`src/hw/rtl/assert_macros.svh`:
```
// ----------------------------------------------------------------------------
// assert_macros
// concurrent assertion helpers clocked on clk with asynchronous reset arst_n
// ----------------------------------------------------------------------------
`ifndef ASSERT_MACROS_SVH
`define ASSERT_MACROS_SVH

// condition holds at every clock edge outside reset
`define CWSS_ASSERT_ALWAYS(lbl, cond) \
	lbl: assert property (@(posedge clk) disable iff (!arst_n) (cond)) \
		else $error("assertion failed");

// consequent holds in the cycle after the antecedent
`define CWSS_ASSERT_NEXT(lbl, ante, cons) \
	lbl: assert property (@(posedge clk) disable iff (!arst_n) (ante) |=> (cons)) \
		else $error("assertion failed");

`endif

```
`src/hw/rtl/cwss_pkg.sv`:
```
// ----------------------------------------------------------------------------
// cwss_pkg
// shared types, codes and digit helpers of the seven-segment clock
// ----------------------------------------------------------------------------
package cwss_pkg;

	localparam logic [1:0] OP_SCAN   = 2'd0;
	localparam logic [1:0] OP_SECOND = 2'd1;
	localparam logic [1:0] OP_KEY    = 2'd2;

	localparam logic [3:0] KEY_SET   = 4'hF;
	localparam logic [3:0] KEY_MAX   = 4'd9;

	localparam logic [7:0] SEG_DASH  = 8'h40;
	localparam logic [7:0] SEG_BLANK = 8'h00;

	localparam logic [6:0] TIME_RESET = 7'd10;
	localparam logic [6:0] SEC_MAX    = 7'd59;
	localparam logic [6:0] MIN_MAX    = 7'd59;
	localparam logic [6:0] HOUR_MAX   = 7'd23;

	localparam logic [2:0] STEP_NONE = 3'd0;
	localparam logic [2:0] STEP_HT   = 3'd1;
	localparam logic [2:0] STEP_HU   = 3'd2;
	localparam logic [2:0] STEP_MT   = 3'd3;
	localparam logic [2:0] STEP_MU   = 3'd4;
	localparam logic [2:0] STEP_ST   = 3'd5;
	localparam logic [2:0] STEP_SU   = 3'd6;
	localparam logic [2:0] STEP_END  = 3'd7;

	localparam logic [2:0] POS_HT  = 3'd0;
	localparam logic [2:0] POS_HU  = 3'd1;
	localparam logic [2:0] POS_SP1 = 3'd2;
	localparam logic [2:0] POS_MT  = 3'd3;
	localparam logic [2:0] POS_MU  = 3'd4;
	localparam logic [2:0] POS_SP2 = 3'd5;
	localparam logic [2:0] POS_ST  = 3'd6;
	localparam logic [2:0] POS_SU  = 3'd7;

	typedef struct packed {
		logic [6:0] hours;
		logic [6:0] minutes;
		logic [6:0] seconds;
		logic [2:0] scan_pos;
		logic       blink;
		logic       set_mode;
		logic [2:0] entry_step;
	} cwss_state_t;

	function automatic logic [7:0] seg_of(input logic [3:0] d);
		logic [7:0] s;
		case (d)
			4'd0: s = 8'h3F;
			4'd1: s = 8'h06;
			4'd2: s = 8'h5B;
			4'd3: s = 8'h4F;
			4'd4: s = 8'h66;
			4'd5: s = 8'h6D;
			4'd6: s = 8'h7D;
			4'd7: s = 8'h07;
			4'd8: s = 8'h7F;
			4'd9: s = 8'h6F;
			default: s = SEG_BLANK;
		endcase
		return s;
	endfunction

	// tens digit of a 7-bit value by independent threshold compares
	function automatic logic [3:0] tens_of(input logic [6:0] v);
		logic [3:0] t;
		t = 4'd0;
		for (int i = 1; i <= 12; i++) begin
			if (v >= 7'(i * 10)) begin
				t = 4'(i);
			end
		end
		return t;
	endfunction

	function automatic logic [3:0] units_of(input logic [6:0] v);
		logic [6:0] r;
		r = v - 7'(tens_of(v)) * 7'd10;
		return r[3:0];
	endfunction

endpackage

```
`src/hw/rtl/cwss_time.sv`:
```
// ----------------------------------------------------------------------------
// cwss_time
// time keeping, key entry sequencing and scan position state
// ----------------------------------------------------------------------------
module cwss_time (
	input  logic                 clk,
	input  logic                 arst_n,
	input  logic                 go,
	input  logic [1:0]           operation,
	input  logic [3:0]           key_code,
	output cwss_pkg::cwss_state_t state
);

	cwss_pkg::cwss_state_t state_q;
	cwss_pkg::cwss_state_t nxt;
	logic [6:0] inc_s;
	logic [6:0] inc_m;
	logic [6:0] inc_h;
	logic [6:0] key_tens;
	logic [6:0] key_units;
	logic [2:0] step_inc;

	assign key_tens  = 7'(key_code) * 7'd10;
	assign key_units = 7'(key_code);
	assign step_inc  = state_q.entry_step + 3'd1;

	always_comb begin
		nxt   = state_q;
		inc_s = 7'd0;
		inc_m = 7'd0;
		inc_h = 7'd0;
		case (operation)
			cwss_pkg::OP_SCAN: begin
				nxt.scan_pos = state_q.scan_pos + 3'd1;
			end
			cwss_pkg::OP_SECOND: begin
				nxt.blink = ~state_q.blink;
				if (!state_q.set_mode) begin
					inc_s = state_q.seconds + 7'd1;
					inc_m = state_q.minutes;
					inc_h = state_q.hours;
					if (inc_s > cwss_pkg::SEC_MAX) begin
						inc_s = 7'd0;
						inc_m = state_q.minutes + 7'd1;
					end
					if (inc_m > cwss_pkg::MIN_MAX) begin
						inc_m = 7'd0;
						inc_h = state_q.hours + 7'd1;
					end
					if (inc_h > cwss_pkg::HOUR_MAX) begin
						inc_h = 7'd0;
					end
					nxt.seconds = inc_s;
					nxt.minutes = inc_m;
					nxt.hours   = inc_h;
				end
			end
			cwss_pkg::OP_KEY: begin
				if (key_code == cwss_pkg::KEY_SET) begin
					nxt.set_mode   = 1'b1;
					nxt.entry_step = cwss_pkg::STEP_HT;
				end else if (state_q.set_mode && key_code <= cwss_pkg::KEY_MAX) begin
					case (state_q.entry_step)
						cwss_pkg::STEP_HT: nxt.hours   = key_tens;
						cwss_pkg::STEP_HU: nxt.hours   = state_q.hours + key_units;
						cwss_pkg::STEP_MT: nxt.minutes = key_tens;
						cwss_pkg::STEP_MU: nxt.minutes = state_q.minutes + key_units;
						cwss_pkg::STEP_ST: nxt.seconds = key_tens;
						cwss_pkg::STEP_SU: nxt.seconds = state_q.seconds + key_units;
						default: ;
					endcase
					if (step_inc == cwss_pkg::STEP_END) begin
						nxt.set_mode   = 1'b0;
						nxt.entry_step = cwss_pkg::STEP_NONE;
					end else begin
						nxt.entry_step = step_inc;
					end
				end
			end
			default: ;
		endcase
	end

	always_ff @(posedge clk or negedge arst_n) begin
		if (!arst_n) begin
			state_q.hours      <= cwss_pkg::TIME_RESET;
			state_q.minutes    <= cwss_pkg::TIME_RESET;
			state_q.seconds    <= cwss_pkg::TIME_RESET;
			state_q.scan_pos   <= cwss_pkg::POS_HT;
			state_q.blink      <= 1'b0;
			state_q.set_mode   <= 1'b0;
			state_q.entry_step <= cwss_pkg::STEP_NONE;
		end else if (go) begin
			state_q <= nxt;
		end
	end

	assign state = state_q;

endmodule

```
`src/hw/rtl/cwss_seg.sv`:
```
// ----------------------------------------------------------------------------
// cwss_seg
// segment pattern for the current scan position
// ----------------------------------------------------------------------------
module cwss_seg (
	input  cwss_pkg::cwss_state_t state,
	output logic [7:0]            segments
);

	function automatic logic [7:0] digit(input logic [3:0] d, input logic [2:0] step,
			input cwss_pkg::cwss_state_t st);
		logic [7:0] s;
		if (st.blink && st.entry_step == step) begin
			s = cwss_pkg::SEG_BLANK;
		end else begin
			s = cwss_pkg::seg_of(d);
		end
		return s;
	endfunction

	always_comb begin
		case (state.scan_pos)
			cwss_pkg::POS_HT:
				segments = digit(cwss_pkg::tens_of(state.hours), cwss_pkg::STEP_HT, state);
			cwss_pkg::POS_HU:
				segments = digit(cwss_pkg::units_of(state.hours), cwss_pkg::STEP_HU, state);
			cwss_pkg::POS_MT:
				segments = digit(cwss_pkg::tens_of(state.minutes), cwss_pkg::STEP_MT, state);
			cwss_pkg::POS_MU:
				segments = digit(cwss_pkg::units_of(state.minutes), cwss_pkg::STEP_MU, state);
			cwss_pkg::POS_ST:
				segments = digit(cwss_pkg::tens_of(state.seconds), cwss_pkg::STEP_ST, state);
			cwss_pkg::POS_SU:
				segments = digit(cwss_pkg::units_of(state.seconds), cwss_pkg::STEP_SU, state);
			default:
				segments = state.blink ? cwss_pkg::SEG_DASH : cwss_pkg::SEG_BLANK;
		endcase
	end

endmodule

```
`src/hw/rtl/clock_with_seven_segment_scan.sv`:
```
// ----------------------------------------------------------------------------
// clock_with_seven_segment_scan
// time-of-day clock with key entry and an eight-position display scan
//
// channel  direction  handshake            payload
// in       sink       in_valid / in_stall  operation, key_code
// out      source     out_valid/out_stall  segments, digit_select, *_now, in_set_mode
//
// one request per cycle while no scan request waits: input register, then
// state update and pattern lookup into the output register
// a scan request waits in the input register only while the output holds
// an untaken result; tick and key requests never wait
// reset sets time to 10:10:10, position 0, set mode off
// ----------------------------------------------------------------------------
`include "assert_macros.svh"

module clock_with_seven_segment_scan (
	input  logic       clk,
	input  logic       arst_n,
	input  logic       in_valid,
	output logic       in_stall,
	input  logic [1:0] operation,
	input  logic [3:0] key_code,
	output logic       out_valid,
	input  logic       out_stall,
	output logic [7:0] segments,
	output logic [2:0] digit_select,
	output logic [6:0] hours_now,
	output logic [6:0] minutes_now,
	output logic [6:0] seconds_now,
	output logic       in_set_mode
);

	logic       valid_s1;
	logic [1:0] op_s1;
	logic [3:0] key_s1;
	logic       out_valid_q;
	logic       out_free;
	logic       go;
	logic       is_scan;
	logic [7:0] seg_pat;
	cwss_pkg::cwss_state_t state;

	assign is_scan  = op_s1 == cwss_pkg::OP_SCAN;
	assign out_free = !out_valid_q || !out_stall;
	assign go       = valid_s1 && (!is_scan || out_free);
	assign in_stall = valid_s1 && !go;

	always_ff @(posedge clk or negedge arst_n) begin
		if (!arst_n) begin
			valid_s1 <= 1'b0;
		end else if (!in_stall) begin
			valid_s1 <= in_valid;
		end
	end

	always_ff @(posedge clk) begin
		if (in_valid && !in_stall) begin
			op_s1  <= operation;
			key_s1 <= key_code;
		end
	end

	cwss_time u_time (
		.clk       (clk),
		.arst_n    (arst_n),
		.go        (go),
		.operation (op_s1),
		.key_code  (key_s1),
		.state     (state)
	);

	cwss_seg u_seg (
		.state    (state),
		.segments (seg_pat)
	);

	always_ff @(posedge clk or negedge arst_n) begin
		if (!arst_n) begin
			out_valid_q <= 1'b0;
		end else if (go && is_scan) begin
			out_valid_q <= 1'b1;
		end else if (!out_stall) begin
			out_valid_q <= 1'b0;
		end
	end

	always_ff @(posedge clk) begin
		if (go && is_scan) begin
			segments     <= seg_pat;
			digit_select <= state.scan_pos;
			hours_now    <= state.hours;
			minutes_now  <= state.minutes;
			seconds_now  <= state.seconds;
			in_set_mode  <= state.set_mode;
		end
	end

	assign out_valid = out_valid_q;

	`CWSS_ASSERT_ALWAYS(a_step_in_mode, !state.set_mode || (state.entry_step != cwss_pkg::STEP_NONE && state.entry_step != cwss_pkg::STEP_END))
	`CWSS_ASSERT_ALWAYS(a_step_idle, state.set_mode || state.entry_step == cwss_pkg::STEP_NONE)
	`CWSS_ASSERT_ALWAYS(a_time_range, state.hours <= 7'd99 && state.minutes <= 7'd99 && state.seconds <= 7'd99)
	`CWSS_ASSERT_NEXT(a_scan_adv, go && is_scan, state.scan_pos == $past(state.scan_pos) + 3'd1)

endmodule
```
`config.mk`:
```
export PLATFORM = sky130hd
export DESIGN_NAME = clock_with_seven_segment_scan
export DESIGN_NICKNAME = d
export VERILOG_FILES = /design/src/hw/rtl/cwss_pkg.sv /design/src/hw/rtl/cwss_time.sv /design/src/hw/rtl/cwss_seg.sv /design/src/hw/rtl/clock_with_seven_segment_scan.sv
export VERILOG_INCLUDE_DIRS = /design/src /design/src/hw/rtl
export SDC_FILE = /design/constraint.sdc
export NUM_CORES = 1
export LEC_CHECK = 0
export ABC_CLOCK_PERIOD_IN_PS = 5000
export BUFFER_PORTS_ARGS = -buffer_cell sky130_fd_sc_hd__buf_2
export CAP_MARGIN = 15
export CORE_MARGIN = 4
export CORE_UTILIZATION = 63
export CTS_BUF_LIST = sky130_fd_sc_hd__clkbuf_2 sky130_fd_sc_hd__clkbuf_4 sky130_fd_sc_hd__clkbuf_8
export CTS_CLUSTER_DIAMETER = 150
export CTS_CLUSTER_SIZE = 40
export DETAILED_ROUTE_END_ITERATION = 10
export PLACE_DENSITY = 0.83
export REMOVE_ABC_BUFFERS = 1
export SLEW_MARGIN = 20
export SYNTH_ARGS = -nofsm -noshare
export SYNTH_HDL_FRONTEND = slang
export SYNTH_SLANG_ARGS = --single-unit
```
`constraint.sdc`:
```
create_clock -name clk -period 5 [get_ports clk]
set_input_delay 1 -clock clk [delete_from_list [all_inputs] [get_ports clk]]
set_output_delay 1 -clock clk [all_outputs]
set_load 0.05 [all_outputs]
```
==> impl_metrics.csv <==
group,metric,value,unit
final_layout,layout-drive-gt1-share,12.7,%
min_path,min_from,"out_valid",
route,first_pass_iters,6,
die,fp.dieW,112,um
route,drt-total-wl,19700,um
cts,postCtsSetupBuffers,0,
route,vias,6588,
global_route,grt_start_max_net_pins,34,
logic_synthesis,syn_inst,818,
setup_path,path_cells,"o21bai_1, a2111oi_2, a21oi_1, o32a_1, a21oi_1, o21ai_0, inv_1, ha_1, inv_1, fa_1, a21o_1, o211ai_4, nor2b_2, a2111oi_4, a31oi_1",
cts,root_buffer,"clkbuf_8",
sta,period_share,88.2,%
pwr,ir_drop,0.000527,V
global_route,grt_first_pass_wirelength,32000,um
setup_path,rr_endpoint,"segments[0]",
die,dieArea,12400,um2
global_route,antenna_found_initial,0,
final_layout,nets,923,
pwr,leakagePower,0.00299,uW
die,num_rows,37,
logic_synthesis,synthArstFlopShare,44.9,%
logic_synthesis,syn_area_per_cell,8.26,um2
final_layout,seq_area,1920,um2
min_path,whs_path_depth,2,
global_route,grt_overflow,0,
route,drc,0,
sta,tns,0,ns
setup_path,r2r-start,"u_time.state[26]",
cts,hold_buffers,0,
cts,htree_levels,3,
logic_synthesis,ys_seq_area_share,28.5,%
run,max_cap_viol_count,0,
setup_path,endpoint_kind,"flop",
cts,cts_sinks,69,
final_layout,finish.utilization,69.8,%
sta,skew,0.00842,ns
sta,slew_headroom,45.0,%
global_route,grt_usage,31.5,%
final_layout,insertedDiodeCount,0,
cts,cts_buffer_depth,2,
setup_path,crit_arrival,4.50,ns
sta,slew_violations,0,
die,fp.dieH,112,um
final_layout,final_common_cell,"nand2_1",
final_layout,mostFrequentLayoutCells,"90 x nand2_1, 78 x o21ai_0, 73 x a21oi_1",
cts,cts_tree,"built",
cts,clk_latency,0.36,ns
route,viasPerCell,6.74,
sta,period_minus_slack,4.41,ns
setup_path,worst-endpoint-required,5.09,ns
route,avgRoutedWirePerCell,20.2,um
logic_synthesis,synth_flop_cell,"edfxtp_1",
cts,cts_made_buffers,9,
sta,hold_viol,0,
setup_path,critPathMaxFanout,27,
die,placeableCoreArea,10400,um2
sta,rsz0062_at_grt,"false",
setup_path,reg2reg_depth,15,
route,postRouteAntennaNets,0,
place,gp_congestion,1.01,
setup_path,r2r_slack,0.59,ns
final_layout,fill_cells,881,
final_layout,multi_input_area,4400,um2
sta,final-setup-viol-count,0,
setup_path,critPathLaunchType,"flop",
logic_synthesis,synth_edf_count,38,
die,pin_count,45,
route,drt_iter0_drc,803,
setup_path,crit_path_max_incr_delay,0.68,ns
min_path,holdPathEnd,"out_valid",
setup_path,slowest_stage,"dfrtp_1",
place,dp_hpwl,14200,um
logic_synthesis,synth_cell_types,80,
global_route,grt_pass1_vias,6275,
logic_synthesis,synth_area,6760,um2
pwr,powerDensity,763,nW/um2
logic_synthesis,ys_warn_count,0,
setup_path,worstSetupPathType,"flop to flop",
cts,path_clk_slew,0.08,ns
cts,cts_resized,0,
min_path,worstHoldPathType,"flop to flop",
final_layout,area_growth,7.17,%
sta,fmax,0.227,GHz
logic_synthesis,synth_seq_cells,69,
sta,tightest_slew,0.825,ns
place,port_buffers,43,
die,initial_core_util,65.2,%
outcome,status,"complete, no violations",
## critical path: cells and delay by family (launching register included)
family / cells / cell delay, ns
AO/OA/AOI/OAI: 10 / 2.55
flip-flops: 1 / 0.68
adder cells (fa/ha/maj): 2 / 0.57
buffers and inverters: 2 / 0.22
AND/OR/NAND/NOR: 1 / 0.13
## sequential cells by signal (all words and copies together), names as in the netlist, 2 cells and up
register / flops
key_s1: 4
op_s1: 2
hours_now: 7
minutes_now: 7
seconds_now: 7
digit_select: 3
u_time.state: 29
segments: 7
## per-layer routing
layer | part of all wire [%] | GRT usage (%) | up-vias
met2 | 46 | 50.1 | 403
met5 | 0 | 0 | -
met1 | 42 | 43.9 | 3111
met3 | 8.8 | 3.53 | 53
li1 | - | - | 3021
met4 | 3.2 | 12.7 | 0
## synth_stat cells (all sizes together), types with 4 or more instances
master | n | share of area [%]
xnor2 | 15 | 1.9
mux2 | 5 | 1.1
dfstp | 6 | 2.3
fa | 7 | 2.1
mux2i | 7 | 1.0
inv | 55 | 3.1
a21oi | 73 | 5.4
nand2b | 10 | 0.93
nand3 | 21 | 1.7
a211oi | 6 | 0.67
xor2 | 6 | 0.78
o32ai | 4 | 0.52
a21o | 9 | 1.0
a31o | 4 | 0.52
o21a | 4 | 0.44
dfrtp | 25 | 9.3
nor2b | 20 | 1.9
o22ai | 11 | 1.0
edfxtp | 38 | 17
o221ai | 7 | 0.91
o21ai | 80 | 6.0
ha | 69 | 13
nor2 | 57 | 3.2
clkbuf | 30 | 1.7
a31oi | 15 | 1.4
nor3b | 6 | 0.74
nand2 | 90 | 5.0
nor4 | 7 | 0.65
buf | 18 | 1.6
or2 | 4 | 0.37
o211ai | 14 | 1.8
and2 | 5 | 0.50
nand4 | 9 | 0.93
o32a | 5 | 0.74
nor3 | 20 | 1.5
and3 | 4 | 0.37
## through the flow
step           cells  power, uW  area (um2)  worst slack [ns]  hold slack, ns
2_1_floorplan    770       3900        6530              1.09           0.462
5_1_grt          978       5980        7240             0.281           0.579
4_1_cts          978       5420        7240             0.666           0.530
6_report         978       5520        7240             0.588           0.531
3_3_place_gp     962       4730        7020             0.826           0.497
3_5_place_dp     962       4860        7020             0.675           0.511
## cell type report
class                      count  area share [%]
clock buffer                  10            1.90
clock inverter                 6            1.19
inverter                      55            2.85
multi-input combinational    646            60.8
sequential                    69            26.6
tap                          136            2.35
timing repair buffer          56            4.32
## how the worst max path moves through the flow
stage	start	to	slack, ns	cells past startpoint
detailed placement	u_time.state[26]	segments[0]	0.68	15
CTS	u_time.state[26]	segments[0]	0.67	15
finish	u_time.state[26]	segments[0]	0.59	15
global placement	u_time.state[26]	segments[5]	0.83	15
floorplan	u_time.state[20]	segments[3]	1.09	14
global route	u_time.state[8]	segments[3]	0.28	16
## power by group
| group | internal [uW] | switching (uW) | total [uW] |
|---|---|---|---|
| registers | 814 | 374 | 1190 |
| logic | 1470 | 2330 | 3800 |
| clock network | 294 | 240 | 533 |
## cells by family after synthesis
logic type | share of synthesized area, %
other | 0.0555
and+or+nand+nor | 19.0
adders and majority gates | 15.0
muxes | 2.09
buffers and inverters | 6.35
xor gates and xnor gates | 2.72
DFF | 28.5
AOI/OAI and AO/OA | 26.3
Power figures use the tool's default switching activity.
